[src/selective_repeat_sender_window_core_macros.svh]
// Assertion macros used by the window core datapath.
// Needs nothing; included by files that carry assertions.
`ifndef SELECTIVE_REPEAT_SENDER_WINDOW_CORE_MACROS_SVH
`define SELECTIVE_REPEAT_SENDER_WINDOW_CORE_MACROS_SVH

// same-cycle implication
`define SRSW_ASSERT_SAME(lbl, clk, rst_n, ante, cons, msg) \
    lbl: assert property (@(posedge clk) disable iff (!rst_n) (ante) |-> (cons)) \
        else $error(msg);

// next-cycle implication
`define SRSW_ASSERT_NEXT(lbl, clk, rst_n, ante, cons, msg) \
    lbl: assert property (@(posedge clk) disable iff (!rst_n) (ante) |=> (cons)) \
        else $error(msg);

`endif

[src/srsw_pkg.sv]
// Shared types and constants of the selective-repeat sender window core.
// No dependencies.
`timescale 1ns / 1ps

package srsw_pkg;

    localparam int SEQ_W     = 16;
    localparam int AGE_W     = 16;
    localparam int OP_W      = 2;
    localparam int CFG_IDX_W = 1;

    localparam logic [OP_W-1:0] OP_TICK  = 2'd0;
    localparam logic [OP_W-1:0] OP_ACK   = 2'd1;
    localparam logic [OP_W-1:0] OP_START = 2'd2;

    localparam logic [CFG_IDX_W-1:0] CFG_PACKET_COUNT  = 1'd0;
    localparam logic [CFG_IDX_W-1:0] CFG_TIMEOUT_TICKS = 1'd1;

    localparam logic [SEQ_W-1:0] PACKET_COUNT_RST  = 16'd0;
    localparam logic [AGE_W-1:0] TIMEOUT_TICKS_RST = 16'd100;

    localparam logic KIND_SEND   = 1'b0;
    localparam logic KIND_STATUS = 1'b1;

    typedef enum logic [1:0] {
        ST_NOT_SENT = 2'd0,
        ST_SENT     = 2'd1,
        ST_ACKED    = 2'd2
    } t_slot_st;

    typedef struct packed {
        logic clear;
        logic mark;
        logic slide;
        logic walk_new;
        logic walk_tick;
        logic emit_status;
        logic load_ignore;
        logic ignore_val;
    } t_dp_cmd;

    typedef struct packed {
        logic ack_bad;
        logic active;
        logic slide_ok;
        logic out_free;
        logic idx_last;
    } t_dp_sts;

endpackage

[src/srsw_dp.sv]
// Datapath: window base, slot status/age registers, config and output word register.
// Depends on srsw_pkg and the core macros header.
`timescale 1ns / 1ps
`include "selective_repeat_sender_window_core_macros.svh"

module srsw_dp import srsw_pkg::*; #(
    parameter int WINDOW = 4
) (
    input  logic                 i_clk,
    input  logic                 i_rst_n,
    input  logic                 i_cfg_we,
    input  logic [CFG_IDX_W-1:0] i_cfg_idx,
    input  logic [SEQ_W-1:0]     i_cfg_data,
    input  logic [SEQ_W-1:0]     i_ack_seq,
    input  t_dp_cmd              i_cmd,
    output t_dp_sts              o_sts,
    input  logic                 i_out_ready,
    output logic                 o_out_valid,
    output logic                 o_kind,
    output logic [SEQ_W-1:0]     o_seq,
    output logic                 o_is_last_packet,
    output logic                 o_is_retransmit,
    output logic [SEQ_W-1:0]     o_window_base,
    output logic                 o_done_res,
    output logic                 o_ack_ignored,
    output logic                 o_run_last
);

    localparam int IDX_W = (WINDOW > 1) ? $clog2(WINDOW) : 1;

    logic [SEQ_W-1:0] r_cfg_pc, r_cfg_to;
    logic [SEQ_W-1:0] r_base, n_base;
    logic             r_active, r_ignored;
    logic [IDX_W-1:0] r_idx;
    t_slot_st         r_st  [WINDOW];
    logic [AGE_W-1:0] r_age [WINDOW];
    t_slot_st         n_st  [WINDOW];
    logic [AGE_W-1:0] n_age [WINDOW];
    t_slot_st         sh_st [WINDOW];
    logic [AGE_W-1:0] sh_age[WINDOW];

    logic             r_out_valid, r_kind, r_last, r_retx, r_done, r_ign_out, r_run_last;
    logic [SEQ_W-1:0] r_seq, r_base_out;

    logic [SEQ_W:0]   seq_cur, ack_diff;
    logic             in_range, done, out_free, slide_ok, walking;
    logic [AGE_W-1:0] age_inc, limit;
    logic             fire, issue_hit, tick_hit, step_emit;
    t_slot_st         head_st;
    logic [AGE_W-1:0] head_age;
    logic [IDX_W-1:0] mark_off;

    assign walking  = i_cmd.walk_new | i_cmd.walk_tick;
    assign seq_cur  = {1'b0, r_base} + (SEQ_W+1)'(r_idx);
    assign in_range = seq_cur < {1'b0, r_cfg_pc};
    assign ack_diff = {1'b0, i_ack_seq} - {1'b0, r_base};
    assign mark_off = ack_diff[IDX_W-1:0];
    assign done     = r_base >= r_cfg_pc;
    assign out_free = !r_out_valid || i_out_ready;
    assign slide_ok = (r_base < r_cfg_pc) && (r_st[0] == ST_ACKED);

    assign age_inc  = (r_age[0] == {AGE_W{1'b1}}) ? r_age[0] : r_age[0] + AGE_W'(1);
    assign limit    = (r_cfg_to == '0) ? AGE_W'(1) : r_cfg_to;
    assign fire     = age_inc >= limit;
    assign issue_hit = in_range && (r_st[0] == ST_NOT_SENT);
    assign tick_hit  = in_range && (r_st[0] == ST_SENT);
    assign step_emit = (i_cmd.walk_new && issue_hit) || (i_cmd.walk_tick && tick_hit && fire);

    always_comb begin
        head_st  = r_st[0];
        head_age = r_age[0];
        if (i_cmd.walk_new && issue_hit) begin
            head_st  = ST_SENT;
            head_age = '0;
        end else if (i_cmd.walk_tick && tick_hit) begin
            head_age = fire ? '0 : age_inc;
        end
    end

    for (genvar g = 0; g < WINDOW; g++) begin : g_slot
        if (g < WINDOW - 1) begin : g_mid
            assign sh_st[g]  = r_st[g+1];
            assign sh_age[g] = r_age[g+1];
        end else begin : g_top
            assign sh_st[g]  = walking ? head_st : ST_NOT_SENT;
            assign sh_age[g] = walking ? head_age : '0;
        end

        always_comb begin
            n_st[g]  = r_st[g];
            n_age[g] = r_age[g];
            if (i_cmd.clear) begin
                n_st[g]  = ST_NOT_SENT;
                n_age[g] = '0;
            end else if (i_cmd.mark && (mark_off == IDX_W'(g))) begin
                n_st[g]  = ST_ACKED;
            end else if (i_cmd.slide || walking) begin
                n_st[g]  = sh_st[g];
                n_age[g] = sh_age[g];
            end
        end

        always_ff @(posedge i_clk) begin
            if (!i_rst_n) begin
                r_st[g]  <= ST_NOT_SENT;
                r_age[g] <= '0;
            end else begin
                r_st[g]  <= n_st[g];
                r_age[g] <= n_age[g];
            end
        end
    end

    always_comb begin
        n_base = r_base;
        if (i_cmd.clear)
            n_base = '0;
        else if (i_cmd.slide)
            n_base = r_base + SEQ_W'(1);
    end

    always_ff @(posedge i_clk) begin
        if (!i_rst_n) begin
            r_cfg_pc    <= PACKET_COUNT_RST;
            r_cfg_to    <= TIMEOUT_TICKS_RST;
            r_base      <= '0;
            r_active    <= 1'b0;
            r_ignored   <= 1'b0;
            r_idx       <= '0;
            r_out_valid <= 1'b0;
        end else begin
            if (i_cfg_we) begin
                case (i_cfg_idx)
                    CFG_PACKET_COUNT:  r_cfg_pc <= i_cfg_data;
                    CFG_TIMEOUT_TICKS: r_cfg_to <= i_cfg_data;
                    default: ;
                endcase
            end
            r_base <= n_base;
            if (i_cmd.load_ignore)
                r_ignored <= i_cmd.ignore_val;
            if (i_cmd.clear)
                r_active <= 1'b1;
            else if (i_cmd.emit_status && done)
                r_active <= 1'b0;
            if (walking)
                r_idx <= (r_idx == IDX_W'(WINDOW - 1)) ? '0 : r_idx + IDX_W'(1);
            if (step_emit || i_cmd.emit_status)
                r_out_valid <= 1'b1;
            else if (i_out_ready)
                r_out_valid <= 1'b0;
        end
    end

    always_ff @(posedge i_clk) begin
        if (i_cmd.emit_status) begin
            r_kind     <= KIND_STATUS;
            r_seq      <= '0;
            r_last     <= 1'b0;
            r_retx     <= 1'b0;
            r_run_last <= 1'b1;
        end else if (step_emit) begin
            r_kind     <= KIND_SEND;
            r_seq      <= seq_cur[SEQ_W-1:0];
            r_last     <= (seq_cur + (SEQ_W+1)'(1)) == {1'b0, r_cfg_pc};
            r_retx     <= i_cmd.walk_tick;
            r_run_last <= 1'b0;
        end
        if (i_cmd.emit_status || step_emit) begin
            r_base_out <= r_base;
            r_done     <= done;
            r_ign_out  <= r_ignored;
        end
    end

    assign o_sts.ack_bad  = !r_active || ack_diff[SEQ_W] || (i_ack_seq >= r_cfg_pc) ||
                            (ack_diff[SEQ_W-1:0] >= SEQ_W'(WINDOW));
    assign o_sts.active   = r_active;
    assign o_sts.slide_ok = slide_ok;
    assign o_sts.out_free = out_free;
    assign o_sts.idx_last = r_idx == IDX_W'(WINDOW - 1);

    assign o_out_valid      = r_out_valid;
    assign o_kind           = r_kind;
    assign o_seq            = r_seq;
    assign o_is_last_packet = r_last;
    assign o_is_retransmit  = r_retx;
    assign o_window_base    = r_base_out;
    assign o_done_res       = r_done;
    assign o_ack_ignored    = r_ign_out;
    assign o_run_last       = r_run_last;

    `SRSW_ASSERT_SAME(a_slide_ok, i_clk, i_rst_n, i_cmd.slide, slide_ok, "slide without acked head")
    `SRSW_ASSERT_SAME(a_emit_free, i_clk, i_rst_n, walking || i_cmd.emit_status, out_free, "step while output word held")
    `SRSW_ASSERT_NEXT(a_done_idle, i_clk, i_rst_n, i_cmd.emit_status && done, !r_active, "transfer still active after done")

endmodule

[src/srsw_ctrl.sv]
// Controller FSM: sequences accept, slide, slot walk and status word.
// Depends on srsw_pkg.
`timescale 1ns / 1ps

module srsw_ctrl import srsw_pkg::*; (
    input  logic            i_clk,
    input  logic            i_rst_n,
    input  logic            i_in_valid,
    output logic            o_in_ready,
    input  logic [OP_W-1:0] i_operation,
    input  t_dp_sts         i_sts,
    output t_dp_cmd         o_cmd
);

    typedef enum logic [4:0] {
        S_IDLE      = 5'b00001,
        S_SLIDE     = 5'b00010,
        S_WALK_NEW  = 5'b00100,
        S_WALK_TICK = 5'b01000,
        S_STATUS    = 5'b10000
    } t_state;

    t_state r_state, n_state;

    always_comb begin
        n_state    = r_state;
        o_cmd      = '0;
        o_in_ready = 1'b0;
        case (r_state)
            S_IDLE: begin
                o_in_ready = 1'b1;
                if (i_in_valid) begin
                    o_cmd.load_ignore = 1'b1;
                    case (i_operation)
                        OP_START: begin
                            o_cmd.clear = 1'b1;
                            n_state     = S_WALK_NEW;
                        end
                        OP_ACK: begin
                            if (i_sts.ack_bad) begin
                                o_cmd.ignore_val = 1'b1;
                                n_state          = S_STATUS;
                            end else begin
                                o_cmd.mark = 1'b1;
                                n_state    = S_SLIDE;
                            end
                        end
                        OP_TICK: n_state = i_sts.active ? S_WALK_TICK : S_STATUS;
                        default: n_state = S_STATUS;
                    endcase
                end
            end
            S_SLIDE: begin
                if (i_sts.slide_ok)
                    o_cmd.slide = 1'b1;
                else
                    n_state = S_WALK_NEW;
            end
            S_WALK_NEW: begin
                if (i_sts.out_free) begin
                    o_cmd.walk_new = 1'b1;
                    if (i_sts.idx_last)
                        n_state = S_STATUS;
                end
            end
            S_WALK_TICK: begin
                if (i_sts.out_free) begin
                    o_cmd.walk_tick = 1'b1;
                    if (i_sts.idx_last)
                        n_state = S_STATUS;
                end
            end
            S_STATUS: begin
                if (i_sts.out_free) begin
                    o_cmd.emit_status = 1'b1;
                    n_state           = S_IDLE;
                end
            end
            default: n_state = S_IDLE;
        endcase
    end

    always_ff @(posedge i_clk) begin
        if (!i_rst_n)
            r_state <= S_IDLE;
        else
            r_state <= n_state;
    end

endmodule

[src/selective_repeat_sender_window_core.sv]
// Selective-repeat sender window core: controller and datapath, one word at a time.
// Start or active tick: accept, a slot walk over all WINDOW slots, then a status word.
// Valid ack: also a base slide per acked head slot and a slide check before the walk.
// Ignored ack, idle tick, unused op: accept, then status word. Output stalls hold the walk and status.
// Synchronous active-low reset: idle, base 0, all slots not sent, config back to defaults.
// Depends on srsw_pkg, srsw_ctrl, srsw_dp.
`timescale 1ns / 1ps

module selective_repeat_sender_window_core import srsw_pkg::*; #(
    parameter int WINDOW = 4
) (
    input  logic                 i_clk,
    input  logic                 i_rst_n,
    input  logic                 i_cfg_we,
    input  logic [CFG_IDX_W-1:0] i_cfg_idx,
    input  logic [SEQ_W-1:0]     i_cfg_data,
    input  logic                 i_in_valid,
    output logic                 o_in_ready,
    input  logic [OP_W-1:0]      i_operation,
    input  logic [SEQ_W-1:0]     i_ack_seq,
    output logic                 o_out_valid,
    input  logic                 i_out_ready,
    output logic                 o_kind,
    output logic [SEQ_W-1:0]     o_seq,
    output logic                 o_is_last_packet,
    output logic                 o_is_retransmit,
    output logic [SEQ_W-1:0]     o_window_base,
    output logic                 o_done_res,
    output logic                 o_ack_ignored,
    output logic                 o_run_last
);

    t_dp_cmd cmd;
    t_dp_sts sts;

    srsw_ctrl u_ctrl (
        .i_clk       (i_clk),
        .i_rst_n     (i_rst_n),
        .i_in_valid  (i_in_valid),
        .o_in_ready  (o_in_ready),
        .i_operation (i_operation),
        .i_sts       (sts),
        .o_cmd       (cmd)
    );

    srsw_dp #(
        .WINDOW (WINDOW)
    ) u_dp (
        .i_clk            (i_clk),
        .i_rst_n          (i_rst_n),
        .i_cfg_we         (i_cfg_we),
        .i_cfg_idx        (i_cfg_idx),
        .i_cfg_data       (i_cfg_data),
        .i_ack_seq        (i_ack_seq),
        .i_cmd            (cmd),
        .o_sts            (sts),
        .i_out_ready      (i_out_ready),
        .o_out_valid      (o_out_valid),
        .o_kind           (o_kind),
        .o_seq            (o_seq),
        .o_is_last_packet (o_is_last_packet),
        .o_is_retransmit  (o_is_retransmit),
        .o_window_base    (o_window_base),
        .o_done_res       (o_done_res),
        .o_ack_ignored    (o_ack_ignored),
        .o_run_last       (o_run_last)
    );

endmodule
[config.mk]
export PLATFORM = sky130hd
export DESIGN_NAME = selective_repeat_sender_window_core
export DESIGN_NICKNAME = d
export VERILOG_FILES = /design/src/srsw_pkg.sv /design/src/srsw_dp.sv /design/src/srsw_ctrl.sv /design/src/selective_repeat_sender_window_core.sv
export VERILOG_INCLUDE_DIRS = /design/src /design/src/src
export SDC_FILE = /design/constraint.sdc
export NUM_CORES = 1
export LEC_CHECK = 0
export BUFFER_PORTS_ARGS = -buffer_cell sky130_fd_sc_hd__buf_4
export CORE_UTILIZATION = 40
export DETAILED_ROUTE_END_ITERATION = 8
export PLACE_DENSITY = 0.63
export SYNTH_ARGS = -nofsm -noshare
export SYNTH_HDL_FRONTEND = slang
export SYNTH_SLANG_ARGS = --single-unit
[constraint.sdc]
create_clock -name i_clk -period 10.75 [get_ports i_clk]
set_input_delay 1.6125 -clock i_clk [delete_from_list [all_inputs] [get_ports i_clk]]
set_output_delay 1.6125 -clock i_clk [all_outputs]
set_load 0.05 [all_outputs]
Word level (Yosys, flattened, before mapping)
Memories as Yosys holds them, arrays and structs flattened.
Index checks and enable logic that the tools add are counted.
- logic and storage cells: 163
- flip-flop bits (word level): 95
- bits of input ports: 40
- memories kept: 2
- memory bits (writable): 72
- output and inout bits: 40
- muxes and demuxes: 72
- bitwise logic cells: 11
- reductions and logical operators: 31
- add/subtract/negate cells: 6
- eq/ne operators: 20
- order comparisons: 6
- memories (name ; words ; width ; read ports ; clocked after memory_dff ; wr ports ; line ; text):
    u_dp.r_age ; 4 ; 16 ; 4 ; 0 ; 4 ; srsw_dp.sv:36 ; logic [AGE_W-1:0] r_age [WINDOW];
    u_dp.r_st ; 4 ; 2 ; 4 ; 0 ; 4 ; srsw_dp.sv:35 ; t_slot_st r_st [WINDOW];
- operators with widths (kind ; number):
    $mux 16 ; 22
    $ge 16x16->1 ; 3
    $mux 2 ; 23
    $mux 5 ; 7
    $add 16x1->16 const B ; 2
    $pmux 5 s4 ; 1
    $mux 1 ; 18
    $add 16x2->17 ; 1
    $add 17x1->17 const B ; 1
    $eq 17x16->1 ; 1
    $lt 17x16->1 ; 1
    $sub 16x16->17 ; 1
    $eq 16x16->1 const B ; 1
    $ge 16x3->1 const B ; 1
    $logic_not 16->1 ; 1
    $lt 16x16->1 ; 1
    $pmux 5 s3 ; 1
    $logic_and 1x1->1 ; 11
    $eq 2x2->1 const B ; 5
    $or 1x1->1 ; 9
    $logic_or 1x1->1 ; 7
    $eq 2x1->1 const B ; 3
    $logic_not 2->1 ; 3
    $ne 2x1->1 const B ; 3
    other kinds (13) ; 19

Depth between registers and ports, before layout
Gate-level depths: netlist (run 1).
- depth after elaboration: 12
- depth in mapped cells: 18
- gate-level depth less buffers: 17

Hierarchy
Synthesis (run 1) repeated with hierarchy kept, for this count alone.
- cells, all modules: 1261
- area total of the unflattened synthesis: 10194.8 um^2
- modules (own cells, without submodules) (module ; times used ; cells each ; area each (um^2) ; seq. area each (um^2)):
    srsw_dp ; 1 ; 1199 ; 9699.3 ; 3423.3
    srsw_ctrl ; 1 ; 62 ; 495.5 ; 100.1

Worst setup path before layout (run 1)
Ideal clock, no wire load.
- kind: reg2reg
- start: register u_dp.r_base[0]
- end: register u_dp.r_ign_out, in the netlist u_dp.o_ack_ignored (enable)
- path slack: 6.272 ns
- period minus slack after synthesis: 4.478 ns
- path buffers: 0
- arrival: 4.102 ns
- required time: 10.375 ns
- library setup time: 0.375 ns
- cell stages (with the launch flop): 15
- path through: dfxtp_1 -> ha_1 -> fa_1 -> nand3_1 -> or2_2 -> nor3_1 -> xnor2_1 -> ha_1 -> a211oi_1 -> nand2_1 -> nor3_1 -> o21ai_0 -> o21a_1 -> nor4_2 -> or3_1
- cells in the longest elaborated chain, start to end: 7
- elaborated cells between the ends (all ways): 9
- those cells by class: 1 x add/sub; 1 x order compare; 7 x reduce/logical
- ends and longest elaborated chain (item ; line ; text):
    from (decl) ; srsw_dp.sv:32 ; logic [SEQ_W-1:0] r_base, n_base;
    from (signal assigned) ; srsw_dp.sv:139 ; r_base <= n_base;
    $add 16x2->17 * ; srsw_dp.sv:54 ; assign seq_cur = {1'b0, r_base} + (SEQ_W+1)'(r_idx);
    named net u_dp.seq_cur[14] ; srsw_dp.sv:45 ; logic [SEQ_W:0] seq_cur, ack_diff;
    $lt 17x16->1 * ; srsw_dp.sv:55 ; assign in_range = seq_cur < {1'b0, r_cfg_pc};
    $logic_and 1x1->1 ; srsw_dp.sv:66 ; assign tick_hit = in_range && (r_st[0] == ST_SENT);
    $logic_and 1x1->1 (2 in a row) ; srsw_dp.sv:67 ; assign step_emit = (i_cmd.walk_new && issue_hit) || (i_cmd.walk_tick && tick_hit && fire);
    $logic_or 1x1->1 * ; srsw_dp.sv:67 ;
    $logic_or 1x1->1 * ; srsw_dp.sv:169 ; if (i_cmd.emit_status || step_emit) begin
    to (signal assigned) ; srsw_dp.sv:172 ; r_ign_out <= r_ignored;
    to (decl) ; srsw_dp.sv:42 ; logic r_out_valid, r_kind, r_last, r_retx, r_done, r_ign_out, r_run_last;
Mark *: on every way through the listed nets, which the timed path passes. The rest lies on a longest branch.
A chain may end at the register's enable or synchronous reset.

Worst setup path after layout (run 1)
- start: register u_dp.r_base[0]
- end: register u_dp.r_seq[6], in the netlist u_dp.o_seq[6]
- cells in the longest elaborated chain, start to end: 6
- elaborated cells between the ends (all ways): 8
- those cells by class: 1 x add/sub; 1 x order compare; 6 x reduce/logical
- ends and longest elaborated chain (item ; line ; text):
    $add 16x2->17 * ; srsw_dp.sv:54 ;
    named net u_dp.seq_cur[14] ; srsw_dp.sv:45 ;
    $lt 17x16->1 * ; srsw_dp.sv:55 ;
    $logic_and 1x1->1 ; srsw_dp.sv:66 ;
    $logic_and 1x1->1 (2 in a row) ; srsw_dp.sv:67 ;
    $logic_or 1x1->1 * ; srsw_dp.sv:67 ;
    to (signal assigned) ; srsw_dp.sv:164 ; r_seq <= seq_cur[SEQ_W-1:0];
    to (decl) ; srsw_dp.sv:43 ; logic [SEQ_W-1:0] r_seq, r_base_out;
Marked as above.

==> impl_metrics.env, run 1 <==
export IMPL_io_buffers=79
export IMPL_grt_pass1_vias=8692
export IMPL_hold_buffers=0
export IMPL_cts_root_buf="clkbuf_16"
export IMPL_p_leak_nw=4.53
export IMPL_num_rows=58
export IMPL_drv_slew=0
export IMPL_fin_setup_tns_ns=0
export IMPL_seq_area_um2=3520
export IMPL_h_tree_depth=4
export IMPL_power_switching_w=0.000576
export IMPL_synthesis_area_um2=10200
export IMPL_swShare_pct=33.8
export IMPL_cts_tree="yes"
export IMPL_post_cts_resized=0
export IMPL_synth_ff_type="dfxtp_1"
export IMPL_avgSynthCellArea_um2=8.10
export IMPL_drt_iter0_drc=621
export IMPL_crit_path_max_fanout=15
export IMPL_place_inst=1624
export IMPL_dpl_hpwl_um=22200
export IMPL_layout_nets=1441
export IMPL_track_usage_pct=22.6
export IMPL_drive_gt1_share_pct=11.2
export IMPL_start_util_pct=40.8
export IMPL_cts_setup_buffers=0
export IMPL_ios=80
export IMPL_rsz0062_at_grt="no"
export IMPL_via_per_inst=5.66
export IMPL_dieArea_um2=26200
export IMPL_seqPwrFrac_pct=40.9
export IMPL_worstSkewPairLatency_ns=0.44
export IMPL_overflow=0
export IMPL_syn_inst=1264
export IMPL_p_comb_share_pct=22.1
export IMPL_hold_viol=0
export IMPL_finalCritPeriodShare_pct=52.8
export IMPL_vias=9380
export IMPL_setup_violations=0
export IMPL_ant_nets=0
export IMPL_fillers=2539
export IMPL_clockBufferDepth=2
export IMPL_drc=0
export IMPL_fin_util_pct=46.6
export IMPL_power_density_nw_per_um2=146
export IMPL_synth_edf_count=18
export IMPL_fmax_mhz=176
export IMPL_finalCriticalPeriod_ns=5.68
export IMPL_skew_ns=0.0135
export IMPL_max_slew_worst_pin_slew_ns=1.18
export IMPL_routed_wl_um=29000
export IMPL_syn_nets=1392
export IMPL_arrival_ns=5.97
export IMPL_intPower_w=0.00113
export IMPL_grt_max_degree=65
export IMPL_first_pass_iters=5
export IMPL_slew_headroom_pct=21.0
export IMPL_dieWidth_um=162
export IMPL_path_class="reg2reg"
export IMPL_crit_path_start_kind="register"
export IMPL_ys_warnings_count=0
export IMPL_die_y_um=162
export IMPL_multi_input_area_um2=6250
export IMPL_cts_buffers=17
export IMPL_finalWeightedCongestion=0.882
export IMPL_synthArstFlopShare_pct=0
export IMPL_status="completed"
export IMPL_synth_seq_cells=167
export IMPL_seq_area_frac_synth_pct=34.4
export IMPL_cts_num_sinks=167
export IMPL_cp_end_kind="register"
export IMPL_hold_path_class="reg2reg"
export IMPL_synthDistinctLibCells=74
export IMPL_layout_cells_non_filler=1656
export IMPL_diodes=0
export IMPL_grt_first_pass_wirelength_um=46500
export IMPL_required_ns=11.04
export IMPL_antenna_found_initial=0
export IMPL_cap_violations=0
export IMPL_wire_per_inst_um=17.5
export IMPL_peakVddDrop_uv=158
export IMPL_coreArea_um2=25100
export IMPL_clk_pin_slew_worst_paths_ns=0.07
export IMPL_syn_to_final_growth_pct=14.4
export IMPL_clkPwrFrac_pct=37.0
-- critical path: stages, from the launching register on --
cell and delay, ns:
dfxtp_1 0.54, ha_1 0.31, fa_1 0.39, nand3_1 0.25, or2_2 0.39, nor3_1 0.23
xnor2_1 0.28, ha_1 0.34, a211oi_1 0.25, nand2_1 0.10, nor3_1 0.18, o21ai_0 0.14
o21ai_1 0.92, nand3_1 0.70, nand2_1 0.38, a211oi_1 0.11
-- final timing paths --
path                            slack [ns]             start  depth (start not counted)                to
worst max-delay path                  5.07    u_dp.r_base[0]                         15     u_dp.o_seq[6]
worst min-delay path                  0.45  u_dp.r_age[1][6]                          2  u_dp.r_age[1][6]
worst max register to register        5.07    u_dp.r_base[0]                         15     u_dp.o_seq[6]
worst min register to register        0.45  u_dp.r_age[1][6]                          2  u_dp.r_age[1][6]
-- power by group through the flow --
| stage | sequential, W | combinational (W) | clock (W) |
|---|---|---|---|
| final | 0.000698 | 0.000377 | 0.000631 |
| after detailed placement | 0.000713 | 0.000376 | 0 |
| after global routing | 0.000703 | 0.000405 | 0.000670 |
| after CTS | 0.000698 | 0.000378 | 0.000644 |
| after floorplan | 0.000804 | 0.000164 | 0 |
| after global placement | 0.000713 | 0.000373 | 0 |
-- state kept, by name (all words and copies together), names as in the netlist --
name	cells
u_dp.o_done_res	1
u_dp.r_st	8
u_dp.r_ignored	1
u_dp.o_window_base	16
u_dp.o_is_last_packet	1
u_dp.r_cfg_pc	16
u_dp.r_idx	2
u_dp.r_base	16
u_dp.o_seq	16
u_ctrl.r_state	5
u_dp.o_kind	1
u_dp.r_age	64
u_dp.o_ack_ignored	1
u_dp.o_out_valid	1
u_dp.r_active	1
u_dp.o_is_retransmit	1
u_dp.r_cfg_to	16
-- through the flow --
stage,setup WS (ns),area (um^2),hold WS (ns),total power [W]
CTS,5.14,11700,0.454,0.00172
global route,4.45,11700,0.468,0.00178
floorplan,6.27,10200,0.408,0.000969
global placement,5.32,11100,0.441,0.00109
finish,5.07,11700,0.452,0.00171
detailed placement,5.18,11100,0.444,0.00109
-- cell type report --
cell class / instances / share of cell area, %
multi-input combinational: 972 / 53.3
sequential: 167 / 30.1
timing repair buffer: 89 / 5.71
clock buffer: 18 / 3.75
tap: 330 / 3.53
inverter: 66 / 2.12
clock inverter: 14 / 1.49
-- logic make-up (layout without fill, tap and decap cells) --
family	after synthesis	after routing	share of synthesized area, %
AND/OR/NAND/NOR	489	489	23.3
AO/OA/AOI/OAI	324	324	20.1
flip-flops	167	167	34.4
buffers and inverters	125	187	4.89
adder cells (fa/ha/maj)	88	88	10.9
XOR/XNOR	62	62	5.45
multiplexers	9	9	0.905
-- per-layer routing --
layer,GRT usage (%),up-vias,share of wire (%)
met5,0,-,0
met4,6.00,0,1.7
met3,3.93,38,5.0
met2,37.1,262,46
met1,30.3,4434,47
li1,-,4646,-
-- layout by cell type, fill, tap and decap left out, types with 5 or more instances in the layout --
master     netlist  routed
a211o_1          9       9
a211oi_1        12      12
a21o_1          29      29
a21oi_1        141     141
a31oi_1          6       6
a32o_1           9       9
and3_1          11      11
and4_1          10      10
buf_4            3      89
clkbuf_16        0      17
dfxtp_1        149     149
edfxtp_1        18      18
ha_1            86      86
inv_1           64      64
inv_8            0       6
mux2i_1          7       7
nand2_1        211     211
nand2b_1        15      15
nand3_1         28      28
nand4_1         33      33
nor2_1          58      57
nor2b_1         16      16
nor3_1          49      49
nor4_1          19      18
o2111ai_1        5       5
o211ai_1        15      15
o21a_1          20      20
o21ai_0         36      36
o31ai_1          6       6
or3_1           13      13
xnor2_1         45      45
xor2_1          15      15
-- synth_stat cells (4+ instances only) --
library cell / n / share of area (%)
nor2b_1: 16 / 0.98
mux2i_1: 7 / 0.68
o21a_1: 20 / 1.5
a21o_1: 29 / 2.1
a211o_1: 9 / 0.77
o21ai_1: 6 / 0.29
a32o_1: 9 / 0.88
ha_1: 86 / 11
a211oi_1: 12 / 0.88
o31ai_1: 6 / 0.44
a21oi_1: 141 / 6.9
o211ai_1: 15 / 1.1
o21ai_0: 36 / 1.8
and4_1: 10 / 0.86
xor2_1: 15 / 1.3
and2_1: 4 / 0.24
clkbuf_1: 39 / 1.4
a31oi_1: 6 / 0.37
nand3_1: 28 / 1.4
or3_1: 13 / 0.79
o2111ai_1: 5 / 0.43
nand4_1: 33 / 2.0
inv_1: 64 / 2.3
edfxtp_1: 18 / 5.3
dfxtp_1: 149 / 29
buf_2: 10 / 0.49
buf_1: 6 / 0.22
xnor2_1: 45 / 3.9
nand2_1: 211 / 7.7
nor4_1: 19 / 1.2
nand2b_1: 15 / 0.92
and3_1: 11 / 0.67
nor2_1: 58 / 2.1
nor3_1: 49 / 2.4
Power figures use the tool's default switching activity.
==> inputs of run 2 (changes only) <==
--- a/config.mk
+++ b/config.mk
@@ -9,7 +9,7 @@
 export BUFFER_PORTS_ARGS = -buffer_cell sky130_fd_sc_hd__buf_4
 export CORE_UTILIZATION = 40
 export DETAILED_ROUTE_END_ITERATION = 8
-export PLACE_DENSITY = 0.63
+export PLACE_DENSITY = 0.65
 export SYNTH_ARGS = -nofsm -noshare
 export SYNTH_HDL_FRONTEND = slang
 export SYNTH_SLANG_ARGS = --single-unit
==> constraint.sdc (replaced) <==
create_clock -name i_clk -period 5.2 [get_ports i_clk]
set_input_delay 0.78 -clock i_clk [delete_from_list [all_inputs] [get_ports i_clk]]
set_output_delay 0.78 -clock i_clk [all_outputs]
set_load 0.05 [all_outputs]
==> impl_metrics.env, run 2 (synthesis results as in run 1) <==
export IMPL_cts_root_buf="clkbuf_16"
export IMPL_first_pass_iters=7
export IMPL_dpl_hpwl_um=22500
export IMPL_hold_path_class="reg2reg"
export IMPL_h_tree_depth=4
export IMPL_wire_per_inst_um=17.8
export IMPL_grt_first_pass_wirelength_um=47300
export IMPL_ant_nets=0
export IMPL_die_y_um=162
export IMPL_grt_max_degree=48
export IMPL_drt_iter0_drc=653
export IMPL_ios=80
export IMPL_drv_slew=0
export IMPL_fmax_mhz=210
export IMPL_arrival_ns=5.09
export IMPL_clockBufferDepth=2
export IMPL_seq_area_um2=3520
export IMPL_cts_tree="yes"
export IMPL_finalWeightedCongestion=0.930
export IMPL_diodes=0
export IMPL_fin_util_pct=47.1
export IMPL_peakVddDrop_uv=327
export IMPL_clk_pin_slew_worst_paths_ns=0.07
export IMPL_vias=9524
export IMPL_rsz0062_at_grt="no"
export IMPL_cts_setup_buffers=0
export IMPL_setup_violations=0
export IMPL_grt_pass1_vias=8909
export IMPL_finalCriticalPeriod_ns=4.75
export IMPL_dieArea_um2=26200
export IMPL_crit_path_start_kind="register"
export IMPL_io_buffers=79
export IMPL_fin_setup_tns_ns=0
export IMPL_overflow=0
export IMPL_layout_nets=1452
export IMPL_r2r_start="u_dp.r_age[0][5]"
export IMPL_hold_buffers=0
export IMPL_largest_reg_flops=64
export IMPL_dieWidth_um=162
export IMPL_drive_gt1_share_pct=11.9
export IMPL_routed_wl_um=29600
export IMPL_largest_register="u_dp.r_age"
export IMPL_track_usage_pct=23.0
export IMPL_cp_slowest_cell="or3_1"
export IMPL_cp_end_kind="register"
export IMPL_crit_chain="and4_1, nand4_1, nor3_1, buf_4, nor2_1, and2_1, xor2_1, ha_1, a21o_1, a21oi_1, nor2b_1, a2111oi_0, o21ai_1, a21oi_2, nor4_2, or3_1, o21a_1"
export IMPL_num_rows=58
export IMPL_wl_met1_um=13100
export IMPL_coreArea_um2=25100
export IMPL_cts_num_sinks=167
export IMPL_layout_common_cells="211 x nand2_1, 149 x dfxtp_1, 141 x a21oi_1"
export IMPL_crit_start="u_dp.r_age[0][5]"
export IMPL_wl_met3_um=2040
export IMPL_max_slew_worst_pin_slew_ns=1.17
export IMPL_hold_viol=0
export IMPL_drc=0
export IMPL_wl_met2_um=13600
export IMPL_antenna_found_initial=0
export IMPL_skew_ns=0.0146
export IMPL_holdCritStartpoint="u_dp.r_age[3][9]"
export IMPL_cts_buffers=17
export IMPL_path_class="reg2reg"
export IMPL_post_cts_resized=0
export IMPL_required_ns=5.54
export IMPL_worstSkewPairLatency_ns=0.45
export IMPL_max_stage_delay_ns=0.68
export IMPL_syn_to_final_growth_pct=15.6
export IMPL_slew_headroom_pct=22.1
export IMPL_finalCritPeriodShare_pct=91.4
export IMPL_layout_commonest_cell="nand2_1"
export IMPL_cap_violations=0
export IMPL_highest_layer="met4"
export IMPL_status="completed"
export IMPL_fillers=2482
export IMPL_crit_path_max_fanout=19
export IMPL_p_leak_nw=4.60
export IMPL_multi_input_area_um2=6250
export IMPL_power_density_nw_per_um2=305
export IMPL_start_util_pct=40.8
export IMPL_via_per_inst=5.71
[run 2: changes by cell type in the layout (fill, tap and decap cells not counted), sizes merged]
| cell | before | now |
|---|---|---|
| buf | 89 | 100 |
| bufinv | 1 | 2 |
| inv | 72 | 71 |
[run 2: critical path: cells and delay by family, from the launching register on]
kind,cells,cell delay (ns)
simple gates,8,1.92
flops,1,0.45
fa+ha+maj,1,0.22
xor+xnor,1,0.17
buf+inv,1,0.26
compound gates,6,1.61
[run 2: worst paths after layout]
path / depth (start not counted) / end / slack (ns)
setup / recovery: 17 / u_dp.o_out_valid / 0.45
hold / removal: 2 / u_dp.r_age[2][9] / 0.45
setup reg to reg: 17 / u_dp.o_out_valid / 0.45
hold reg to reg: 2 / u_dp.r_age[2][9] / 0.45
[run 2: area by class of cell]
cell class	count	share of cell area, %
clock buffers	18	3.71
clock inverters	14	1.74
inverters	66	2.10
multi-input cells	972	52.8
flip-flops and latches	167	29.8
well taps	330	3.49
repair buffers	100	6.35
[run 2: metal layers]
metal	GRT usage, %	up-vias
met5	0	-
met1	29.7	4486
met3	5.26	60
li1	-	4667
met2	37.3	311
met4	8.62	0
[run 2: per-stage QoR]
step / setup slack, ns / power, W / hold WS [ns] / cells / area [um^2]
after detailed placement: 0.554 / 0.00226 / 0.443 / 1635 / 11200
after floorplan: 0.722 / 0.00200 / 0.408 / 1264 / 10200
after CTS: 0.500 / 0.00362 / 0.454 / 1667 / 11800
after global routing: 0.129 / 0.00374 / 0.469 / 1667 / 11800
final: 0.445 / 0.00360 / 0.450 / 1667 / 11800
after global placement: 0.732 / 0.00225 / 0.439 / 1635 / 11200
[run 2: power breakdown]
| part | internal, W | switching [W] |
|---|---|---|
| registers | 0.00139 | 0.0000599 |
| logic | 0.000250 | 0.000533 |
| clock network | 0.000755 | 0.000619 |
